===== config.mk =====
export PLATFORM = sky130hd
export DESIGN_NAME = cfhd_front
export DESIGN_NICKNAME = d
export VERILOG_FILES = /design/src/sv/cfhd_front.sv
export SDC_FILE = /design/constraint.sdc
export NUM_CORES = 1
export LEC_CHECK = 0
export BUFFER_PORTS_ARGS = -buffer_cell sky130_fd_sc_hd__buf_2
export CORE_AREA = 2 2 70 98
export DETAILED_ROUTE_END_ITERATION = 8
export DIE_AREA = 0 0 72 100
export PLACE_DENSITY = 0.65
export SYNTH_ARGS = -nofsm -noshare
export SYNTH_HDL_FRONTEND = slang
export SYNTH_SLANG_ARGS = --single-unit

===== constraint.sdc =====
create_clock -name i_clk -period 3.2 [get_ports i_clk]
set_clock_uncertainty 0.05 [all_clocks]
set_input_delay 0.64 -clock i_clk [delete_from_list [all_inputs] [get_ports i_clk]]
set_output_delay 0.64 -clock i_clk [all_outputs]
set_load 0.02 [all_outputs]

===== src/sv/cfhd_front.sv =====
// front end: input acceptance and two-entry queue of samples with series flag
module cfhd_front #(
    parameter int SAMPLE_WIDTH = 24
) (
    input  logic                    i_clk,
    input  logic                    i_rst_n,
    input  logic                    i_valid,
    output logic                    o_ready,
    input  logic [SAMPLE_WIDTH-1:0] i_sample,
    input  logic                    i_start,
    output logic                    o_valid,
    input  logic                    i_ready,
    output logic [SAMPLE_WIDTH-1:0] o_sample,
    output logic                    o_start
);
    logic [SAMPLE_WIDTH:0] r_q [2];
    logic                  r_wp, r_rp;
    logic [1:0]            r_cnt, n_cnt;
    logic                  w_push, w_pop;

    assign o_ready  = (r_cnt != 2'd2);
    assign o_valid  = (r_cnt != 2'd0);
    assign w_push   = i_valid && o_ready;
    assign w_pop    = o_valid && i_ready;
    assign o_sample = r_q[r_rp][SAMPLE_WIDTH-1:0];
    assign o_start  = r_q[r_rp][SAMPLE_WIDTH];

    always_comb begin
        n_cnt = r_cnt + 2'(w_push) - 2'(w_pop);
    end

    always_ff @(posedge i_clk) begin
        if (!i_rst_n) begin
            r_wp  <= 1'b0;
            r_rp  <= 1'b0;
            r_cnt <= 2'd0;
        end else begin
            r_cnt <= n_cnt;
            if (w_push) r_wp <= ~r_wp;
            if (w_pop)  r_rp <= ~r_rp;
        end
        if (w_push) r_q[r_wp] <= {i_start, i_sample};
    end

    assert property (@(posedge i_clk) disable iff (!i_rst_n) r_cnt != 2'd3)
        else $error("queue count overflow");
    assert property (@(posedge i_clk) disable iff (!i_rst_n)
        (r_cnt == 2'd0) |-> !w_pop) else $error("pop from empty queue");
    assert property (@(posedge i_clk) disable iff (!i_rst_n)
        (w_push && !w_pop) |=> (r_cnt == $past(r_cnt) + 2'd1))
        else $error("queue count not advanced");
endmodule


==> flow_results.org, run 1 <==
** Power and ir drop
- Design internal power :: 1.37 mW
- Share of power burned in the clock network :: 19.3%
- In this run the power density over the cells is 752 nW/µm².
- Static leakage :: 1.02 nW
- For this design the total switching power over the nets is 0.570 mW.
- Gate power share :: between 20% and 30%
- Switching part of the total power :: 29.4%
- Total power for the finished layout comes to between 1.5 and 2 mW.
- Per report_power, the sequential group accounts for 51.0% of the total.
- The worst-case IR drop observed on VDD is 502 µV.

** Floorplan
- Starting density of the core :: 33.3%
- From left edge to right edge, the die measures 72 µm.
- Num rows :: 35
- The die is 100 µm tall.
- Core box area :: 6440 µm²
- The die covers 7200 µm².
- Top-level port count :: 56

** Synthesis
- Unique masters post-synth :: 18
- Among all flip-flop cells after synthesis, the most frequent one is sky130_fd_sc_hd__edfxtp_1.
- Of all flip-flops after synthesis, the portion carrying an async set or reset was 0%.
- Share of Yosys cell area claimed by the top area cell type :: a little over two thirds
- Flop and latch count out of synthesis :: 55
- Cell area after synthesis :: 2140 µm²
- Net count after synthesis :: 133
- Of the synthesized area, sequential elements account for 74.7%.
- Averaged over all synthesized cells, the footprint is 21.0 µm².
- Number of synthesized flops with an enable pin :: 50
- In the post-synthesis netlist, the biggest area contributors are sky130_fd_sc_hd__edfxtp_1, sky130_fd_sc_hd__mux2_4, sky130_fd_sc_hd__dfxtp_1.
- Cell type contributing the most total cell area after synthesis :: sky130_fd_sc_hd__edfxtp_1
- Yosys printed 0 warnings.
- Gate count after technology mapping :: between 100 and 150

** Setup path
- Critical Path Source Type :: flop
- Worst Setup Path Type :: reg -> out
- Number of cells on the worst reg-to-reg path :: 3
- Slowest cell on crit path :: sky130_fd_sc_hd__dfxtp_2
- Required time reported for the critical path endpoint :: 2.51 ns
- Walking the worst path, the cells encountered are mux2_2, buf_2.
- Peak per-stage delay on the critical path :: 0.85 ns
- The worst setup path is captured at an output port.
- In this run the worst path has a maximum fanout of 25.
- For the worst setup path, the data arrival time is 1.72 ns.

** Place
- Routability-driven placement finished with a final weighted congestion of approximately 0.64.
- DP Wirelength :: 2.24 mm
- Buffers placed on the I/O ports in this run total 55.
- Placed inst area :: 2490 µm²
- Minimum setup slack after placement :: 1.06 ns

** CTS
- Cells resized by post-CTS repair :: 0
- In this run the clock root is driven by a sky130_fd_sc_hd__clkbuf_8.
- The number of hold buffers added after CTS was 0.
- Clock transition at the registers of the reported paths :: 0.09 ns
- Buffers inserted during clock tree synthesis total 5.
- TritonCTS built the clock tree.
- Maximum level of the CTS H-tree :: 2
- CTS saw 55 sinks.
- Clock tree buffer depth :: 2
- Number of buffers inserted to repair setup after CTS :: 0
- Clock network latency to the later pin of the worst-skew pair :: 0.29 ns

** GRT
- Entering global routing, the biggest net connects 26 pins.
- Combined global-route utilization of all metal layers :: under 10%
- Summed over all layers, the global routing overflow is 0.
- Vias in the first global route :: 1065
- Global-route wire length before repair :: 4.94 mm
- The number of antenna violations at the first check in global routing is 0.

** Hold path
- Hold depth :: 2
- Hold crit path type :: reg -> reg

** Cells and area
- Multi-input gate area :: 490 µm²
- Design area :: approximately 2600 µm²
- In the final layout, flip-flops and latches occupy around 1600 µm².
- After filler insertion, the fill cell instance count of the layout stands at 591.
- Growth of design area from synthesis to finish :: 20.2%
- Of the cells placed in the final design, the portion with a size suffix greater than 1 is 57.0%.
- The final layout contains ~200 nets.
- Once layout is complete, the utilization of the core stands at 40.1%.
- The repair_antennas step left the layout with diodes totalling 0.

** Timing
- The final count of hold timing violations was 0.
- Final-report setup violation count :: 0
- Once routing completed, OpenROAD measured the worst setup slack at just under 0.8 ns.
- Final-layout setup total negative slack :: 0 ns
- Max-slew violations :: 0
- Least-Margin Pin Slew :: about 0.8 ns
- FMAX :: 415 MHz
- Share of the clock period used by the worst path :: 75.2%
- Post-layout min period :: 2.41 ns
- Slew margin rel. :: 47.5%
- Setup repair after global routing left no endpoint under its margin.

** Drt
- Number of vias in the routed layout :: 1030
- The detail route stage leaves a number of antenna-violating nets equal to 0.
- For this run, the detailed router's first-pass iteration total came to 2.
- In the routed design, unresolved DRC markers number 0.
- Aggregate routed wire length :: 3.18 mm
- Using the TritonRoute via totals, the vias-per-cell ratio works out to 4.31.
- Dividing the detail-routed wire length by the instance count gives 13.3 µm.
- The first routing iteration left 28 violations.

** Run status
- Run status :: completed

** Flow run
- Reported max-cap violation count :: 0
==> logic make-up (layout without fill, tap and decap cells) <==
logic type | after synthesis | count (layout) | share of synthesized area, %
buf+inv | 4 | 67 | 2.57
mux | 26 | 26 | 17.1
fa+ha+maj | 2 | 2 | 1.17
simple gates | 11 | 11 | 2.86
flops | 55 | 55 | 74.7
xor+xnor | 3 | 3 | 1.23
compound gates | 1 | 1 | 0.408
==> sequential cells by signal, summed over array words and instances, names as in the netlist, named ones only <==
signal / cells
r_q: 50
r_rp: 1
r_cnt: 2
r_wp: 1
==> layer usage <==
metal  GRT usage (%)  routed length (µm)  up-vias  share of wire (%)
li1                -                   -      507                  -
met1            10.3                1210      486                 38
met2            16.3                1760       32                 55
met3            2.81                 170        5                5.4
met4            4.35                  38        0                1.2
met5               0                   0        -                  0
==> per-stage QoR <==
stage | instances | hold slack (ns)
3_3_place_gp | 231 | 0.438
5_1_grt | 239 | 0.454
4_1_cts | 239 | 0.464
2_1_floorplan | 102 | 0.405
6_report | 239 | 0.469
3_5_place_dp | 231 | 0.452
==> cell usage after synthesis, types with 2 or more instances <==
cell	instances
sky130_fd_sc_hd__nand2b_1	2
sky130_fd_sc_hd__mux2_2	5
sky130_fd_sc_hd__xnor2_1	3
sky130_fd_sc_hd__nand2_1	2
sky130_fd_sc_hd__and2_1	2
sky130_fd_sc_hd__ha_1	2
sky130_fd_sc_hd__mux2_4	20
sky130_fd_sc_hd__dfxtp_1	5
sky130_fd_sc_hd__buf_12	2
sky130_fd_sc_hd__nor2b_1	2
sky130_fd_sc_hd__edfxtp_1	50
==> power groups by stage <==
stage,clock [mW],combinational [mW],sequential (mW)
6_report,0.374,0.576,0.989
3_3_place_gp,0,0.583,1.01
3_5_place_dp,0,0.587,1.01
2_1_floorplan,0,0.509,0.948
5_1_grt,0.412,0.625,1.01
4_1_cts,0.388,0.588,0.995
==> worst paths after layout <==
path                                from           to  slack [ns]
worst max-delay path                flop  o_sample[0]        0.79
worst min-delay path                r_wp         r_wp        0.47
worst max register to register  r_cnt[0]    r_q[1][1]        1.42
worst min register to register      r_wp         r_wp        0.47
==> cell type report <==
| class | count | area share, % |
|---|---|---|
| flip-flops and latches | 55 | 62.2 |
| well taps | 74 | 3.59 |
| clock buffers | 7 | 3.35 |
| repair buffers | 58 | 11.5 |
| inverters | 1 | 0.146 |
| clock inverters | 1 | 0.194 |
| multi-input cells | 43 | 19.0 |
==> layout by cell type, fill, tap and decap left out, types with 2 or more instances in the layout <==
cell type / instances
sky130_fd_sc_hd__buf_2: 55
sky130_fd_sc_hd__mux2_2: 5
sky130_fd_sc_hd__xnor2_1: 3
sky130_fd_sc_hd__buf_4: 3
sky130_fd_sc_hd__and2_1: 2
sky130_fd_sc_hd__nor2b_1: 2
sky130_fd_sc_hd__edfxtp_1: 50
sky130_fd_sc_hd__dfxtp_1: 4
sky130_fd_sc_hd__mux2_4: 20
sky130_fd_sc_hd__nand2_1: 2
sky130_fd_sc_hd__ha_1: 2
sky130_fd_sc_hd__nand2b_1: 2
sky130_fd_sc_hd__clkbuf_8: 6
==> critical path: cells and delay by family (launching register included) <==
family | cells | cell delay [ns]
buffers and inverters | 1 | 0.16
flip-flops | 1 | 0.85
multiplexers | 1 | 0.42
Note: power is estimated with default switching activity, not from simulation.
==> run 2: changes to the inputs <==
--- a/config.mk
+++ b/config.mk
@@ -9,7 +9,7 @@
 export CORE_AREA = 2 2 70 98
 export DETAILED_ROUTE_END_ITERATION = 8
 export DIE_AREA = 0 0 72 100
-export PLACE_DENSITY = 0.65
+export PLACE_DENSITY = 0.67
 export SYNTH_ARGS = -nofsm -noshare
 export SYNTH_HDL_FRONTEND = slang
 export SYNTH_SLANG_ARGS = --single-unit
==> constraint.sdc (replaced) <==
create_clock -name i_clk -period 2.2 [get_ports i_clk]
set_clock_uncertainty 0.05 [all_clocks]
set_input_delay 0.44 -clock i_clk [delete_from_list [all_inputs] [get_ports i_clk]]
set_output_delay 0.44 -clock i_clk [all_outputs]
set_load 0.02 [all_outputs]
==> flow_results.org, run 2 (synthesis results as in run 1) <==
** Timing
- Final-layout setup total negative slack :: 0 ns (unchanged)
- The final count of hold timing violations was 0 (unchanged).
- Slew margin rel. :: 76.0% (+29 points)
- Post-layout min period :: 1.92 ns
- Of the available clock period, the critical path in the final layout requires 87.5%.
- Final-report setup violation count :: 0 (unchanged)
- Based on the critical path, the design can be clocked at up to 520 MHz.
- The total count of max-transition violations in the final report was 0 (unchanged).
- The slew at the pin with the worst max-slew slack came to 0.360 ns (-0.428 ns).
- Setup repair after global routing left no endpoint under its margin.

** Setup path
- Buffers & Inverters on Critical Path :: 2 (+1)
- The worst setup path is launched from a flop.
- The highest cell delay on the worst timing path came to 0.37 ns (-0.48 ns).
- The critical path is of the reg -> out type.
- CP Depth :: 3 (+1)
- Data arrival time of the critical path :: 1.43 ns (-0.29 ns)
- Traced cell by cell, the critical path runs through buf_4, mux2_2, buf_2.
- Worst Setup EP :: o_sample[3]
- The cell family contributing the most delay on the critical path is buffers and inverters.
- The slowest stage of the critical path is the sky130_fd_sc_hd__mux2_2 cell.
- The largest fanout on the critical path was 15 (-40%).
- The data required time of the worst path was 1.71 ns (-0.80 ns).
- Capture point of the worst reg-to-reg path :: r_cnt[1]
- In this run the critical register-to-register path is launched from r_cnt[0].
- Number of cells on the worst reg-to-reg path :: 8 (+5)
- STA classifies the critical path endpoint as an output port.
- Reg-to-reg setup timing slack :: 0.49 ns (-0.93 ns)

** Cells and area
- Share of cells above drive strength 1 :: 57.8% (+0.86 points)
- The number of cells in the finished layout apart from fillers was 240 (+0.42%).
- Largest Register :: r_q
- Relative to the synthesized area, the layout overhead comes to 21.6%.
- Layout Nets :: 196 (+0.51%)
- The largest registers in the layout are r_q x50, r_cnt x2.
- In the layout the commonest cells are sky130_fd_sc_hd__buf_2, sky130_fd_sc_hd__edfxtp_1, sky130_fd_sc_hd__mux2_4.
- Leaving out fill and tap cells, the most frequent cell in the layout is sky130_fd_sc_hd__buf_2.
- The number of diodes added for antenna fixing came to 0 (unchanged).
- The number of flip-flops in the largest register came to 50 (unchanged).

** GRT
- After global routing, the most crowded layer is met2.
- The pin count of the biggest net entering global routing is 26 (unchanged).
- The met1 global-route usage came to 9.92% (-0.36 points).
- Combined global-route utilization of all metal layers :: 9.97% (+0.62 points)
- The met2 layer usage reported by global route came to 18.6% (+2.3 points).
- The global-route met3 utilization came to 3.41% (+0.60 points).
- The global route total overflow is 0 (unchanged).
- The global-route wire length before repair was 5.36 mm (+8.5%).
- The number of antenna violations at the first check in global routing was 0 (unchanged).
- The via count of the first global-routing pass was 1137 (+6.8%).

** Run status
- Run status :: completed

** Drt
- First-pass detailed-route iteration total :: 2 (unchanged)
- The number of antenna-violating nets in the routed design is 0 (unchanged).
- The final routed wire length divided by cell count came to 14.0 µm (+5.3%).
- Number of vias in the routed layout :: 1075 (+4.4%)
- The routed wire length is 3.36 mm (+5.7%).
- The DRC violation total after the first TritonRoute iteration was 55 (+96%).
- Residual DRC :: 0 (unchanged)
- The average vias per placed instance was 4.48 (+3.9%).

** CTS
- The clock input transition at the sequential cells of the worst setup and hold paths came to 0.10 ns (about the same).
- Root buffer cell :: sky130_fd_sc_hd__clkbuf_8
- The TritonCTS sink count was 55 (unchanged).
- The worst-case clock buffer depth came to 2 (unchanged).
- The insertion delay of the later-clocked pin in the worst-skew pair is 0.30 ns (about the same).
- The buffer count from post-CTS setup fixing was 0 (unchanged).
- TritonCTS Buffers :: 5 (unchanged)
- Total of hold buffers inserted after clock tree synthesis :: 0 (unchanged)
- Cells resized by post-CTS repair :: 0 (unchanged)
- TritonCTS built the clock tree.
- The number of levels the H-tree was split into was 2 (unchanged).

** Power and ir drop
- The ratio of total power to cell area was 1130 nW/µm² (+51%).
- The static leakage came to 1.03 nW (+1.5%).
- Max IR drop VDD :: 627 µV (+25%)

** Place
- Count of input and output buffers :: 55 (unchanged)
- Routability congestion estimate :: 0.659 (+3.2%)
- The post-placement cell count was 232 (+0.43%).

** Floorplan
- The effective utilization at floorplan is 33.3% (unchanged).
- Num rows :: 35 (unchanged)
- Area of the die :: 7200 µm² (unchanged)
- The count of pins on the block boundary was 56 (unchanged).
- Chip Width :: 72 µm (unchanged)
- Die extent in y :: 100 µm (unchanged)
- The placeable core region is 6440 µm² (unchanged).

** Flow run
- Reported max-cap violation count :: 0 (unchanged)

** Hold path
- Hold crit path type :: in -> reg
## run 2: changes by cell type in the layout (fill, tap and decap cells not counted)
cell / delta
sky130_fd_sc_hd__buf_4: +1
sky130_fd_sc_hd__bufinv_16: +1
sky130_fd_sc_hd__clkbuf_1: -1
sky130_fd_sc_hd__clkbuf_8: -1
sky130_fd_sc_hd__clkinv_4: +1
## run 2: layout make-up
| type | count | area, µm² |
|---|---|---|
| inverters | 1 | 3.75 |
| clock buffers | 5 | 68.8 |
| multi-input cells | 43 | 490 |
| well taps | 74 | 92.6 |
| clock inverters | 3 | 43.8 |
| flip-flops and latches | 55 | 1600 |
| repair buffers | 59 | 305 |
| fillers | 592 | 3830 |
## run 2: worst reg2reg max path, cell delays in order, from the launching register on
cell and delay (ns):
sky130_fd_sc_hd__dfxtp_1 0.37, sky130_fd_sc_hd__nand2b_1 0.16, sky130_fd_sc_hd__nand2_1 0.13, sky130_fd_sc_hd__ha_1 0.30, sky130_fd_sc_hd__inv_1 0.04, sky130_fd_sc_hd__ha_1 0.17, sky130_fd_sc_hd__xnor2_1 0.13, sky130_fd_sc_hd__xnor2_1 0.12
sky130_fd_sc_hd__and2_1 0.15
## run 2: worst min-delay path by stage
stage,startpoint,end,slack [ns],cells after the start
2_1_floorplan,r_wp,r_wp,0.42,2
3_3_place_gp,r_wp,r_wp,0.44,2
3_5_place_dp,r_wp,r_wp,0.45,2
4_1_cts,i_sample[4],r_q[0][4],0.25,1
5_1_grt,i_sample[12],r_q[0][12],0.25,1
6_report,i_sample[12],r_q[1][12],0.27,1
## run 2: per-stage QoR
| stage | total power [mW] | hold WS [ns] | setup WS (ns) | utilization [%] | instance area [µm²] |
|---|---|---|---|---|---|
| global route | 3.10 | 0.248 | 0.205 | 40.5 | 2610 |
| finish | 2.95 | 0.267 | 0.275 | 40.5 | 2610 |
| global placement | 2.32 | 0.437 | 0.513 | 38.8 | 2490 |
| floorplan | 2.12 | 0.416 | 0.326 | - | 2150 |
| detailed placement | 2.34 | 0.446 | 0.466 | 38.8 | 2490 |
| CTS | 3.01 | 0.252 | 0.242 | 40.5 | 2610 |
## run 2: where the power goes
part / switching (mW) / internal [mW]
logic: 0.503 / 0.426
clock network: 0.321 / 0.339
registers: 0.0478 / 1.32
## run 2: routing by layer
metal,up-vias,wire length (µm)
met3,6,212
li1,510,-
met1,523,1190
met4,0,55
met5,-,0
met2,36,1900
